===== src/design/fwc_pkg.sv =====
// fwc_pkg: shared types, key reset values and the round mixing function
// for the feistel word cipher; no dependencies
package fwc_pkg;

    localparam int HALF_W     = 16;
    localparam int KEY_SLOTS  = 8;
    localparam int KEY_IDX_W  = 3;
    localparam int CFG_IDX_W  = 4;
    localparam int ROT_AMOUNT = 5;
    localparam int SHR_AMOUNT = 3;

    typedef logic [HALF_W-1:0] half_t;

    typedef enum logic {
        DIR_ENCRYPT = 1'b0,
        DIR_DECRYPT = 1'b1
    } dir_t;

    // word travelling down the chain of round cells
    typedef struct packed {
        dir_t  kind;
        half_t left;
        half_t right;
    } fwc_word_t;

    localparam half_t KEY_RESET [KEY_SLOTS] = '{
        16'h1234, 16'hBEEF, 16'hCAFE, 16'h0BAD,
        16'hFACE, 16'hDEAD, 16'h0000, 16'h0000
    };

    function automatic half_t mix16(input half_t v, input half_t k);
        half_t t;
        t = v + k;
        t = t ^ {t[HALF_W-ROT_AMOUNT-1:0], t[HALF_W-1:HALF_W-ROT_AMOUNT]};
        t = t ^ (t >> SHR_AMOUNT);
        return t;
    endfunction

endpackage


===== src/design/fwc_round_cell.sv =====
// fwc_round_cell: one feistel round with its own pipeline register and
// valid bit; depends on fwc_pkg
module fwc_round_cell
    import fwc_pkg::*;
(
    input  logic      aclk,
    input  logic      aresetn,
    input  logic      up_valid,
    output logic      up_ready,
    input  fwc_word_t up_data,
    input  half_t     key_enc,
    input  half_t     key_dec,
    output logic      dn_valid,
    input  logic      dn_ready,
    output fwc_word_t dn_data
);

    logic      valid_reg;
    fwc_word_t data_reg;
    fwc_word_t data_next;

    assign up_ready = !valid_reg || dn_ready;
    assign dn_valid = valid_reg;
    assign dn_data  = data_reg;

    always_comb begin
        data_next.kind = up_data.kind;
        if (up_data.kind == DIR_DECRYPT) begin
            data_next.left  = up_data.right ^ mix16(up_data.left, key_dec);
            data_next.right = up_data.left;
        end else begin
            data_next.left  = up_data.right;
            data_next.right = up_data.left ^ mix16(up_data.right, key_enc);
        end
    end

    always_ff @(posedge aclk) begin
        if (!aresetn) begin
            valid_reg <= 1'b0;
        end else if (up_ready) begin
            valid_reg <= up_valid;
        end
    end

    always_ff @(posedge aclk) begin
        if (up_valid && up_ready) begin
            data_reg <= data_next;
        end
    end

`ifndef ASSERT_OFF
    // a stalled word must stay put in this cell
    a_hold: assert property (@(posedge aclk) disable iff (!aresetn)
        valid_reg && !dn_ready |=> valid_reg && $stable(data_reg))
        else $error("round cell lost or changed a stalled word");

    a_load: assert property (@(posedge aclk) disable iff (!aresetn)
        up_valid && up_ready |=> valid_reg)
        else $error("round cell dropped an accepted word");

    a_empty_ready: assert property (@(posedge aclk) disable iff (!aresetn)
        !valid_reg |-> up_ready)
        else $error("empty round cell refused a transfer");
`endif

endmodule


===== src/design/feistel_word_cipher.sv =====
// feistel_word_cipher: top level, key registers and the chain of round cells
// depends on fwc_pkg and fwc_round_cell
//
// Feistel cipher on 32-bit words with 16-bit halves. Each round is one cell
// of a pipeline chain, so a word passes through the register of every cell,
// and a new word is taken in every cycle; the ready path ripples back through
// the cells, so a stalled output only blocks input once every cell is full.
// s_kind selects encryption (keys ascending) or decryption (keys descending).
// Round keys are written through cfg_wr_en/cfg_index/cfg_wr_data; indexes past
// the eighth key are ignored. Keys should only change while the chain is empty.
module feistel_word_cipher
    import fwc_pkg::*;
#(
    parameter int ROUND_COUNT = 6
) (
    input  logic                 aclk,
    input  logic                 aresetn,
    input  logic                 cfg_wr_en,
    input  logic [CFG_IDX_W-1:0] cfg_index,
    input  logic [HALF_W-1:0]    cfg_wr_data,
    input  logic                 s_valid,
    output logic                 s_ready,
    input  logic                 s_kind,
    input  logic [2*HALF_W-1:0]  s_data_word,
    output logic                 m_valid,
    input  logic                 m_ready,
    output logic [2*HALF_W-1:0]  m_result_word
);

    half_t key_reg  [KEY_SLOTS];
    half_t key_next [KEY_SLOTS];

    logic      stage_valid [ROUND_COUNT+1];
    logic      stage_ready [ROUND_COUNT+1];
    fwc_word_t stage_data  [ROUND_COUNT+1];

    always_comb begin
        for (int i = 0; i < KEY_SLOTS; i++) begin
            key_next[i] = key_reg[i];
        end
        if (cfg_wr_en && (cfg_index < CFG_IDX_W'(KEY_SLOTS))) begin
            key_next[cfg_index[KEY_IDX_W-1:0]] = cfg_wr_data;
        end
    end

    always_ff @(posedge aclk) begin
        if (!aresetn) begin
            for (int i = 0; i < KEY_SLOTS; i++) begin
                key_reg[i] <= KEY_RESET[i];
            end
        end else begin
            for (int i = 0; i < KEY_SLOTS; i++) begin
                key_reg[i] <= key_next[i];
            end
        end
    end

    assign stage_valid[0]      = s_valid;
    assign s_ready             = stage_ready[0];
    assign stage_data[0].kind  = dir_t'(s_kind);
    assign stage_data[0].left  = s_data_word[2*HALF_W-1:HALF_W];
    assign stage_data[0].right = s_data_word[HALF_W-1:0];

    // cell i runs round i going forwards and round ROUND_COUNT-1-i going back
    for (genvar i = 0; i < ROUND_COUNT; i++) begin : g_round
        fwc_round_cell u_cell (
            .aclk     (aclk),
            .aresetn  (aresetn),
            .up_valid (stage_valid[i]),
            .up_ready (stage_ready[i]),
            .up_data  (stage_data[i]),
            .key_enc  (key_reg[i]),
            .key_dec  (key_reg[ROUND_COUNT-1-i]),
            .dn_valid (stage_valid[i+1]),
            .dn_ready (stage_ready[i+1]),
            .dn_data  (stage_data[i+1])
        );
    end

    assign stage_ready[ROUND_COUNT] = m_ready;
    assign m_valid       = stage_valid[ROUND_COUNT];
    assign m_result_word = {stage_data[ROUND_COUNT].left, stage_data[ROUND_COUNT].right};

`ifndef ASSERT_OFF
    // with the last cell empty the whole chain can move, so input is open
    a_ready_when_drained: assert property (@(posedge aclk) disable iff (!aresetn)
        !m_valid |-> s_ready)
        else $error("input refused although output stage is empty");

    a_empty_after_reset: assert property (@(posedge aclk)
        !$past(aresetn) |-> !m_valid)
        else $error("result shown straight after reset");

    a_key_write: assert property (@(posedge aclk) disable iff (!aresetn)
        cfg_wr_en && cfg_index == CFG_IDX_W'(0) |=> key_reg[0] == $past(cfg_wr_data))
        else $error("key write not taken");
`endif

endmodule


===== config.mk =====
export PLATFORM = sky130hd
export DESIGN_NAME = feistel_word_cipher
export DESIGN_NICKNAME = d
export VERILOG_FILES = /design/src/design/fwc_pkg.sv /design/src/design/fwc_round_cell.sv /design/src/design/feistel_word_cipher.sv
export SDC_FILE = /design/constraint.sdc
export NUM_CORES = 1
export LEC_CHECK = 0
export BUFFER_PORTS_ARGS = -buffer_cell sky130_fd_sc_hd__buf_2
export CORE_UTILIZATION = 25
export DETAILED_ROUTE_END_ITERATION = 8
export PLACE_DENSITY_LB_ADDON = 0.05
export SYNTH_ARGS = -nofsm -noshare
export SYNTH_HDL_FRONTEND = slang
export SYNTH_SLANG_ARGS = --single-unit

===== constraint.sdc =====
create_clock -name aclk -period 9.1 [get_ports aclk]
set_input_delay 1.82 -clock aclk [delete_from_list [all_inputs] [get_ports aclk]]
set_output_delay 1.82 -clock aclk [all_outputs]
set_load 0.01 [all_outputs]

* Yosys cells after proc, flatten, opt, wreduce, memory -nomap -nowiden
Memories as Yosys holds them, arrays and structs flattened. Cells that the tools add are included.
Storage, ports and cells: word-level logic and storage cells 124, output and inout port bits 34, flip-flop bits (word level) 203, RAM bits 128, memories 1
Memories:
- key_reg | depth 8, bits a word 16, rd ports 8, clocked after memory_dff 0, wr ports 8, line feistel_word_cipher.sv:30 | half_t key_reg [KEY_SLOTS];
Cells by class: reduce and logical (&&, ||, !) cells 20, bitwise operators 45, mux-type cells 20, order comparisons 3, $add $sub $neg 12
Operator list (count):
- 16-bit XOR | 24
- 16-bit adder | 12
- 32-bit 2-to-1 mux | 6
- 16-bit by 13-bit XOR with 16-bit output | 12
- 16-bit 2-to-1 mux | 9
- 128-bit bitwise mux | 1
- 128-bit 2-to-1 mux | 1
- 16-bit demux with 3-bit select | 1
- 1-bit logical AND | 8
- 1-bit OR | 8
- 1-bit logical NOT | 6
- 1-bit logical OR | 6
- 4-bit greater-or-equal comparator (second input constant) | 1
- 4-bit by 1-bit < comparator with 1-bit output (second input constant) | 1
- 4-bit < comparator (second input constant) | 1
- 3-bit NOT with 4-bit output | 1
- 1-bit 2-to-1 mux | 2

* Logic depth before layout (Yosys ltp)
Gate-level depths: netlist of run 1.
depth after elaboration 8, mapped depth 12

* By module
Synthesis of run 1 repeated with hierarchy kept, for this count alone.
Second synthesis, totals: cells, all modules 2536, area, all modules 25459.4 um^2
By module, submodules not included:
- fwc_round_cell (g_round[3].u_cell ...) | instances 3, area an instance 3659.8 um^2, cells an instance 362
- fwc_round_cell (g_round[0].u_cell ...) | instances 2, area an instance 3498.4 um^2, cells an instance 355
- feistel_word_cipher | instances 1, area an instance 3793.6 um^2, cells an instance 378
- fwc_round_cell (g_round[2].u_cell) | instances 1, area an instance 3689.8 um^2, cells an instance 362

* Worst setup path after synthesis of run 1
OpenSTA, ideal clock, no wires.
kind input -> register, start input m_ready, end register g_round[1].u_cell.data_reg, in the netlist g_round[1].u_cell.dn_data[0] (enable), data required time 8626 ps, cell stages on the path 4, data arrival time 4771 ps, library setup time 474 ps, slack 3856 ps, path through nor2b_1 -> and3_1 -> and2_0 -> a21boi_0
On the way: longest elaborated chain between the ends 6
RTL lines:
- from (decl) | line feistel_word_cipher.sv:26 | input logic m_ready,
- 1-bit logical OR (5 in series) | line fwc_round_cell.sv:22 | assign up_ready = !valid_reg || dn_ready;
- 1-bit logical AND | line fwc_round_cell.sv:46 | if (up_valid && up_ready) begin
- to (signal assigned) | line fwc_round_cell.sv:47 | data_reg <= data_next;
- to (decl) | line fwc_round_cell.sv:19 | fwc_word_t data_reg;
No other way between the ends. A chain may end at the register's enable or synchronous reset.

* Worst setup path after layout of run 1
start input m_ready, end output s_ready
On the way: longest elaborated chain between the ends 6
RTL lines:
- 1-bit logical OR (6 in series) | line fwc_round_cell.sv:22
- to (decl) | line feistel_word_cipher.sv:22 | output logic s_ready,
No other way between the ends.

==> impl_metrics.toml, run 1 <==
[power_and_ir_drop]
p_int_mw = 4.968
switchingPower_mw = 3.734
finalPower_mw = 8.702
pwr-share-comb_pct = 57.8
cellLeakagePower_nw = 10.89
p_seq_share_pct = 23.1
clock_power_share_pct = 19.1
p_per_area_mw_per_mm2 = 309.5
ir_drop_mv = 0.1280
power_switching_share_pct = 42.91

[routing]
ant_nets = 0
drtIter0Drc = 1484
drt_first_pass_iters = 5
avgViaCountPerCell = 4.763
vias = 19198
wl_per_cell_um = 23.67
finalWirelength_mm = 95.43
drc = 0

[critical_path]
cpMostUsedCell = "buf_2"
crit_required_ns = 7.28
crit_path_max_fanout = 6
reg2reg_depth = 12
cp_slowest_cell = "and2_0"
critPathLaunchType = "input pin"
cp.arrival_ns = 3.85
r2r-start = "g_round[0].u_cell.dn_data[16]$_DFFE_PP_"
crit_start = "m_ready"
worstPathCellList = "buf_2 > nor2b_1 > and3_1 > and2_0 > nand3_1 > buf_2"
end_kind = "primary output"
cp_slowest_stage_delay_ns = 0.58
regToRegEndpoint = "g_round[1].u_cell.dn_data[28]$_DFFE_PP_"
rrSetupSlack_ns = 5.15
critPathKind = "in -> out"
critPathCapture = "s_ready"

[timing]
slew_headroom_pct = 15.37
fin_setup_tns_ns = 0
min_period_ns = 5.673
finalWorstSetupSlack_ns = 3.427
tightest_slew_ns = 1.264
timing.fmax_ghz = 0.1763
drv_slew = 0
setup_viol = 0
fin_worst_skew_ns = 0.02076
min_period_over_period_pct = 62.34
finalHoldViolations = 0
hold_ws_ns = 0.5121
rsz0062_at_grt = "no"

[logic_synthesis]
ys_warn_count = 0
ys_dominant_reg_cell = "edfxtp_1"
syn_area_per_cell_um2 = 9.418
synth_top_area_share_pct = 23.89
synth.most_common_cell = "xnor2_1"
synth.largest_area_cell = "edfxtp_1"
synthCells = 2629
yosysSeqAreaShare_pct = 32.14
synth-edff-count = 197
synth_seq_cells = 299
async_flop_share_pct = 0
syn_area_mm2 = 0.02476
synth_cell_types = 87
ys_top_cells_by_count = "xnor2_1 (433), nand2_1 (331), xor2_1 (241)"
synth_area_leaders = "edfxtp_1 (24%), xnor2_1 (15%), ha_1 (9.1%)"
synth_fp_nets = 2879

[status]
outcome = "finished clean"

[flow_run]
maxCapViolations = 0

[floorplan]
die_area_mm2 = 0.1003
core-area_mm2 = 0.09828
die_h_um = 316.7
initial_core_util_pct = 25.19
num_io_pins = 92
die_x_um = 316.7
rows = 115

[global_route]
grt_max_degree = 89
grt_overflow = 0
grt_usage_pct = 18.86
antenna_found_initial = 3
grt_pass1_wl_mm = 135.0
grt_pass1_vias = 18702

[finish]
final_cells = 4031
largest_reg_flops = 197
nets = 2960
finish.instance_area_mm2 = 0.02812
area_delta_synth_final_pct = 13.56
final_core_util_pct = 28.61
layout-drive-gt1-share_pct = 7.330

[clock_tree]
cts-hold-fix-buffers = 0
clock_sinks = 299
clock_latency_ns = 0.59
clk_path_buf_depth = 3
cts_root_buf = "clkbuf_16"
cts_setup_buffers = 0
htreeDepth = 2
cts_tree = "done"
post_cts_resized = 0
numCtsBuffers = 40
cts.reportedPaths.clkPinSlew_ns = 0.05

[placed_design]
portBuffers = 91
preCtsSetupSlack_ns = 3.485
postPlaceCellArea_mm2 = 0.02673
place_congestion = 0.8501
dp_hpwl_mm = 80.82
post-place-cells = 3955

[min_path]
hold_class = "reg -> reg"
[area by class of cell]
class	count	area, µm²
Sequential cell	299	7958
Clock buffer	54	1147
Fill cell	10404	70160
Inverter	43	161.4
Antenna cell	2	5.005
Clock inverter	20	235.2
Multi-Input combinational cell	2225	16470
Timing Repair Buffer	101	533.0
Tap cell	1287	1610
[power by group through the flow]
| stage | logic (mW) | registers (mW) | clock network (mW) |
|---|---|---|---|
| after CTS | 5.08 | 2.03 | 1.72 |
| after detailed placement | 5.06 | 2.06 | 0 |
| after floorplan | 3.71 | 1.92 | 0 |
| final | 5.03 | 2.01 | 1.66 |
| after global placement | 5.08 | 2.06 | 0 |
| after global routing | 5.46 | 2.03 | 1.76 |
[placed cells by master (no fill, tap or decap), types with 12 or more instances in the layout]
cell | Yosys | final
a211oi_1 | 30 | 30
a21boi_0 | 41 | 39
a21o_1 | 47 | 47
a21oi_1 | 106 | 106
a31oi_1 | 13 | 12
and2_1 | 21 | 21
and3_1 | 35 | 35
buf_2 | 1 | 90
clkbuf_16 | 0 | 43
dfxtp_1 | 102 | 102
edfxtp_1 | 197 | 197
fa_1 | 12 | 12
ha_1 | 180 | 180
inv_1 | 43 | 43
mux2i_1 | 18 | 18
nand2_1 | 331 | 331
nand2b_1 | 26 | 26
nand3_1 | 85 | 85
nor2_1 | 196 | 196
nor2b_1 | 27 | 24
nor3_1 | 48 | 47
o211ai_1 | 26 | 26
o21a_1 | 27 | 27
o21ai_0 | 62 | 62
o21bai_1 | 15 | 15
or3_1 | 16 | 16
xnor2_1 | 433 | 433
xnor3_1 | 20 | 20
xor2_1 | 241 | 241
[metal layers]
metal	vias up	track usage, %	share of wire, %
li1	9450	-	-
met1	9286	27.36	50
met2	375	30.37	45
met3	87	1.663	3.1
met4	0	3.748	1.9
met5	-	0	0
[worst max-delay path, delay by kind of cell]
family        cells  cell delay (ns)
buf+inv           2             0.31
simple gates      4             1.71
[kinds of logic after synthesis]
| kind of cell | Yosys count | synth area share [%] |
|---|---|---|
| muxes | 18 | 0.7277 |
| adders and majority gates | 192 | 10.07 |
| buffers and inverters | 105 | 1.612 |
| and+or+nand+nor | 837 | 15.38 |
| AOI/OAI and AO/OA | 473 | 13.39 |
| xor gates and xnor gates | 705 | 26.69 |
| DFF | 299 | 32.14 |
[worst min-delay path by stage]
stage	start	to	slack, ns	depth (start not counted)
final	g_round[3].u_cell.dn_valid$_SDFFE_PN0P_	g_round[4].u_cell.dn_valid$_SDFFE_PN0P_	0.51	2
after global routing	g_round[3].u_cell.dn_valid$_SDFFE_PN0P_	g_round[4].u_cell.dn_valid$_SDFFE_PN0P_	0.56	2
after CTS	g_round[3].u_cell.dn_valid$_SDFFE_PN0P_	g_round[4].u_cell.dn_valid$_SDFFE_PN0P_	0.51	2
after detailed placement	g_round[3].u_cell.dn_valid$_SDFFE_PN0P_	g_round[4].u_cell.dn_valid$_SDFFE_PN0P_	0.50	2
after global placement	g_round[3].u_cell.dn_valid$_SDFFE_PN0P_	g_round[4].u_cell.dn_valid$_SDFFE_PN0P_	0.50	2
after floorplan	g_round[1].u_cell.dn_data[32]$_DFFE_PP_	g_round[2].u_cell.dn_data[32]$_DFFE_PP_	0.42	0
No activity file was read; power rests on OpenSTA's default activity.
==> run 2, diff against run 1 <==
==> constraint.sdc (replaced) <==
create_clock -name aclk -period 5.2 [get_ports aclk]
set_input_delay 1.04 -clock aclk [delete_from_list [all_inputs] [get_ports aclk]]
set_output_delay 1.04 -clock aclk [all_outputs]
set_load 0.01 [all_outputs]
==> run 2 against run 1 <==
Hold slack gained 0.0026 ns. Design area about the same. Power grew 75%. Highest routed layer unchanged.
==> impl_metrics.toml, run 2 (synthesized netlist as in run 1, its figures left out) <==
[status]
outcome = "finished clean"

[routing]
avgViaCountPerCell = 4.786
drt_first_pass_iters = 5
drc = 0
m1WireLength_mm = 48.31
wl_met3_mm = 3.413
vias = 19278
wl_per_cell_um = 23.89
finalWirelength_mm = 96.23
drtIter0Drc = 1267
met2RoutedLength_mm = 42.13
ant_nets = 0
routed.top_layer = "met4"

[min_path]
worstHoldPathCells = 2
hold_class = "reg -> reg"
min_from = "g_round[3].u_cell.dn_valid$_SDFFE_PN0P_"
hold_path_end = "g_round[4].u_cell.dn_valid$_SDFFE_PN0P_"

[global_route]
grt_overflow = 0
grt_pass1_vias = 18733
antenna_found_initial = 2
grt_pass1_wl_mm = 135.5
grt_usage_pct = 19.01
grt_max_degree = 55

[finish]
layout-drive-gt1-share_pct = 7.336
fillers = 10397
final_cell_mix = "xnor2_1 (433), nand2_1 (331), xor2_1 (241)"
layout_commonest_cell = "xnor2_1"
nets = 2959
finish.instance_area_mm2 = 0.02811
area_delta_synth_final_pct = 13.53
largest_reg_flops = 197
regArea_mm2 = 0.007958
multi_input_area_mm2 = 0.01647
final_cells = 4028

[critical_path]
cp_slowest_cell = "and2_0"
cp_top_family = "simple AND/OR/NAND/NOR gates"
crit_path_max_fanout = 6
critPathKind = "in -> out"
r2r-start = "key_reg[0][34]$_SDFFE_PN1P_"
cp.arrival_ns = 2.92
cp_slowest_stage_delay_ns = 0.57
crit_required_ns = 4.16
crit_buf_inv = 2
critPathLaunchType = "input pin"
worstPathCellList = "buf_2 > nor2b_1 > and3_1 > and2_0 > nand3_1 > buf_2"
end_kind = "primary output"
regToRegEndpoint = "g_round[2].u_cell.dn_data[12]$_DFFE_PP_"
cpMostUsedCell = "buf_2"
reg2reg_depth = 10
rrSetupSlack_ns = 1.33

[clock_tree]
htreeDepth = 2
clock_latency_ns = 0.58
cts_tree = "done"
cts_root_buf = "clkbuf_16"
post_cts_resized = 0
clk_path_buf_depth = 3
cts_setup_buffers = 0
numCtsBuffers = 40
cts.reportedPaths.clkPinSlew_ns = 0.05
clock_sinks = 299
cts-hold-fix-buffers = 0

[floorplan]
initial_core_util_pct = 25.19
num_io_pins = 92
rows = 115
core-area_mm2 = 0.09828
die_x_um = 316.7
die_area_mm2 = 0.1003
die_h_um = 316.7

[timing]
timing.fmax_ghz = 0.2522
tightest_slew_ns = 1.222
finalHoldViolations = 0
min_period_over_period_pct = 76.24
finalWorstSetupSlack_ns = 1.236
fin_worst_skew_ns = 0.02574
drv_slew = 0
fin_setup_tns_ns = 0
min_period_ns = 3.964
slew_headroom_pct = 18.17
setup_viol = 0
rsz0062_at_grt = "no"

[placed_design]
postPlaceCellArea_mm2 = 0.02672
portBuffers = 91
preCtsSetupSlack_ns = 1.116
place_congestion = 0.8591
post-place-cells = 3954
dp_hpwl_mm = 81.35

[power_and_ir_drop]
cellLeakagePower_nw = 10.90
p_per_area_mw_per_mm2 = 541.2
ir_drop_mv = 0.2164
finalPower_mw = 15.21

[flow_run]
maxCapViolations = 0
-- run 2: how the worst max path moves through the flow --
stage,from,to,slack [ns],depth (start not counted)
after floorplan,m_ready,g_round[1].u_cell.dn_data[0]$_DFFE_PP_,0.74,4
after global placement,s_data_word[16],g_round[0].u_cell.dn_data[26]$_DFFE_PP_,1.10,13
after detailed placement,s_data_word[16],g_round[0].u_cell.dn_data[26]$_DFFE_PP_,1.12,13
after CTS,m_ready,s_ready,1.23,6
after global routing,m_ready,s_ready,1.10,6
final,m_ready,s_ready,1.24,6
-- run 2: worst reg2reg max path: cells and delay by family (launching register included) --
family                   cells  cell delay, ns
multiplexers                 1            0.14
XOR/XNOR                     3            1.10
AO/OA/AOI/OAI                4            1.16
flip-flops                   1            0.58
adder cells (fa/ha/maj)      1            0.38
AND/OR/NAND/NOR              1            0.21
-- run 2: cell type report --
| type | instances | area share, % |
|---|---|---|
| clock inverters | 12 | 0.4451 |
| clock buffers | 61 | 4.478 |
| multi-input cells | 2225 | 58.59 |
| repair buffers | 100 | 1.869 |
| flip-flops and latches | 299 | 28.31 |
| diodes | 1 | 0.008902 |
| well taps | 1287 | 5.729 |
| inverters | 43 | 0.5742 |
-- run 2: routing by layer --
layer / track usage (%) / vias up
met5: 0 / -
met4: 4.895 / 0
met3: 2.243 / 100
met2: 29.31 / 378
met1: 27.89 / 9353
li1: - / 9447
-- run 2: per-stage QoR --
| step | hold slack (ns) | utilization [%] |
|---|---|---|
| after floorplan | 0.4244 | - |
| after global placement | 0.4926 | 27.19 |
| after detailed placement | 0.5042 | 27.19 |
| after CTS | 0.5156 | 28.60 |
| after global routing | 0.5466 | 28.60 |
| final | 0.5147 | 28.60 |
-- run 2: power breakdown --
group          total (mW)  switching (mW)  leakage, nW  internal (mW)
Sequential           3.55           0.380         2.65           3.17
Clock                2.92            1.14        0.683           1.78
Combinational        8.74            4.98         7.56           3.76
Total                15.2            6.50         10.9           8.71
==> run 3, diff against run 2 <==
==> constraint.sdc (replaced) <==
create_clock -name aclk -period 3.3 [get_ports aclk]
set_input_delay 0.66 -clock aclk [delete_from_list [all_inputs] [get_ports aclk]]
set_output_delay 0.66 -clock aclk [all_outputs]
set_load 0.01 [all_outputs]
==> run 3 against run 2 <==
Power rose by 83%. Non-clock buffer count is 453 higher. Clock power rose by 57%. First-iteration DRC count grew 3.7%. Clock-buffer cell count down 7. Via count rose by 8.3%. Sequential power grew 56%. Sequential share of layout area is 3.9 points lower. Routed wire length increased by 4.4%. Clock skew rose by 0.024 ns. Final cell count rose by 11%. Register-to-register slack got worse by 1.3 ns. Largest cell class unchanged.
==> impl_metrics.toml, run 3 (synthesized netlist as in run 1, its figures left out) <==
[status]
outcome = "finished clean"

[critical_path]
crit_buf_inv = 2
end_kind = "flop"
cpMostUsedCell = "xnor2_1"
worstPathCellList = "ha_2 > buf_6 > a211oi_4 > o21ai_2 > a2111o_1 > a32oi_2 > and2_4 > xor3_2 > buf_4 > xnor2_1 > nand2_1 > xnor2_1"
cp.depth = 12
cp_top_family = "compound AO/OA/AOI/OAI gates"
crit_path_max_fanout = 3
reg2reg_depth = 12
cp_slowest_cell = "a2111o_1"
cp.arrival_ns = 3.54
cp_slowest_stage_delay_ns = 0.46
critPathKind = "reg -> reg"
crit_required_ns = 3.60
critPathLaunchType = "flop"

[global_route]
grt_pass1_wl_mm = 143.4
grt_overflow = 0
grt_max_degree = 35
grt_pass1_vias = 20883
grt_usage_pct = 19.82
antenna_found_initial = 2

[timing]
drv_slew = 0
rsz0062_at_grt = "yes"
timing.fmax_ghz = 0.3082
setup_viol = 0
min_period_ns = 3.245
slew_headroom_pct = 40.73
tightest_slew_ns = 0.8891
finalHoldViolations = 0
fin_worst_skew_ns = 0.04964
min_period_over_period_pct = 98.33

[clock_tree]
clock_sinks = 299
clk_path_buf_depth = 3
htreeDepth = 2
cts_tree = "done"
cts.reportedPaths.clkPinSlew_ns = 0.05
clock_latency_ns = 0.59
cts-hold-fix-buffers = 0
cts_root_buf = "clkbuf_16"
numCtsBuffers = 42

[finish]
fillers = 10160
final_cell_mix = "buf_4 (455), xnor2_1 (389), nand2_1 (330)"
finish.instance_area_mm2 = 0.03266
layout-drive-gt1-share_pct = 25.93
layout_commonest_cell = "buf_4"
nets = 3414
final_core_util_pct = 33.23
largest_reg_flops = 197
area_delta_synth_final_pct = 31.90

[power_and_ir_drop]
p_per_area_mw_per_mm2 = 852.6
cellLeakagePower_nw = 13.41
finalPower_mw = 27.84
ir_drop_mv = 0.3450

[floorplan]
die_area_mm2 = 0.1003
rows = 115
die_h_um = 316.7
die_x_um = 316.7
num_io_pins = 92
core-area_mm2 = 0.09828
initial_core_util_pct = 25.19

[placed_design]
postPlaceCellArea_mm2 = 0.02991
portBuffers = 91
place_congestion = 0.8746
dp_hpwl_mm = 85.22

[routing]
drt_first_pass_iters = 5
ant_nets = 0
drtIter0Drc = 1314
vias = 20877
wl_per_cell_um = 22.39
finalWirelength_mm = 100.4
avgViaCountPerCell = 4.655
drc = 0

[flow_run]
maxCapViolations = 0

[min_path]
hold_class = "in -> reg"
worstHoldPathCells = 2
## run 3: power breakdown
group | internal, mW | switching (mW) | total (mW)
logic | 8.90 | 8.83 | 17.7
clock network | 2.75 | 1.82 | 4.57
registers | 4.99 | 0.545 | 5.54
total | 16.6 | 11.2 | 27.8
## run 3: layout make-up
type,count,area [µm²],area share (%)
Antenna cell,1,2.502,0.007662
Clock buffer,54,1167,3.574
Clock inverter,23,226.5,0.6934
Inverter,43,161.4,0.4942
Multi-Input combinational cell,2225,17510,53.62
Sequential cell,299,7986,24.45
Tap cell,1287,1610,4.931
Timing Repair Buffer,553,3994,12.23
## run 3: worst register-to-register path, cell delays in order, from the launching register on
cell and delay (ns):
edfxtp_1 0.42, ha_2 0.22, buf_6 0.12, a211oi_4 0.25
o21ai_2 0.11, a2111o_1 0.46, a32oi_2 0.28, and2_4 0.21
xor3_2 0.34, buf_4 0.16, xnor2_1 0.15, nand2_1 0.11
xnor2_1 0.17
## run 3: metrics by stage
step                setup WS, ns  std cells  setup TNS [ns]  hold WS, ns
detailed placement       -0.2999       4370          -6.677       0.5154
CTS                     0.002583       4454               0       0.3636
global route            -0.06837       4484         -0.4319       0.3881
global placement         -0.2393       4370          -6.216       0.4906
floorplan                0.03233       2629               0       0.4244
finish                   0.05504       4485               0       0.4038
## run 3: timing repair
action                     4_1_cts  5_1_grt
pin swaps                       18       94
setup buffers                    7       33
gates cloned                     0        0
setup endpoints to repair       71      119
gates resized for setup         41      164
## run 3: per-layer routing
| layer | vias up | global-route usage, % | wire [µm] |
|---|---|---|---|
| li1 | 10322 | - | - |
| met1 | 10106 | 28.21 | 49330 |
| met2 | 367 | 32.33 | 46070 |
| met3 | 82 | 2.100 | 3129 |
| met4 | 0 | 3.923 | 1883 |
| met5 | - | 0 | 0 |
## run 3: final timing paths
kind | slack [ns] | start | endpoint
max | 0.06 | g_round[1].u_cell.dn_data[16]$_DFFE_PP_ | g_round[2].u_cell.dn_data[16]$_DFFE_PP_
min | 0.40 | s_data_word[6] | g_round[0].u_cell.dn_data[22]$_DFFE_PP_
max reg2reg | 0.06 | g_round[1].u_cell.dn_data[16]$_DFFE_PP_ | g_round[2].u_cell.dn_data[16]$_DFFE_PP_
min reg2reg | 0.52 | key_reg[0][56]$_SDFFE_PN1P_ | key_reg[0][56]$_SDFFE_PN1P_
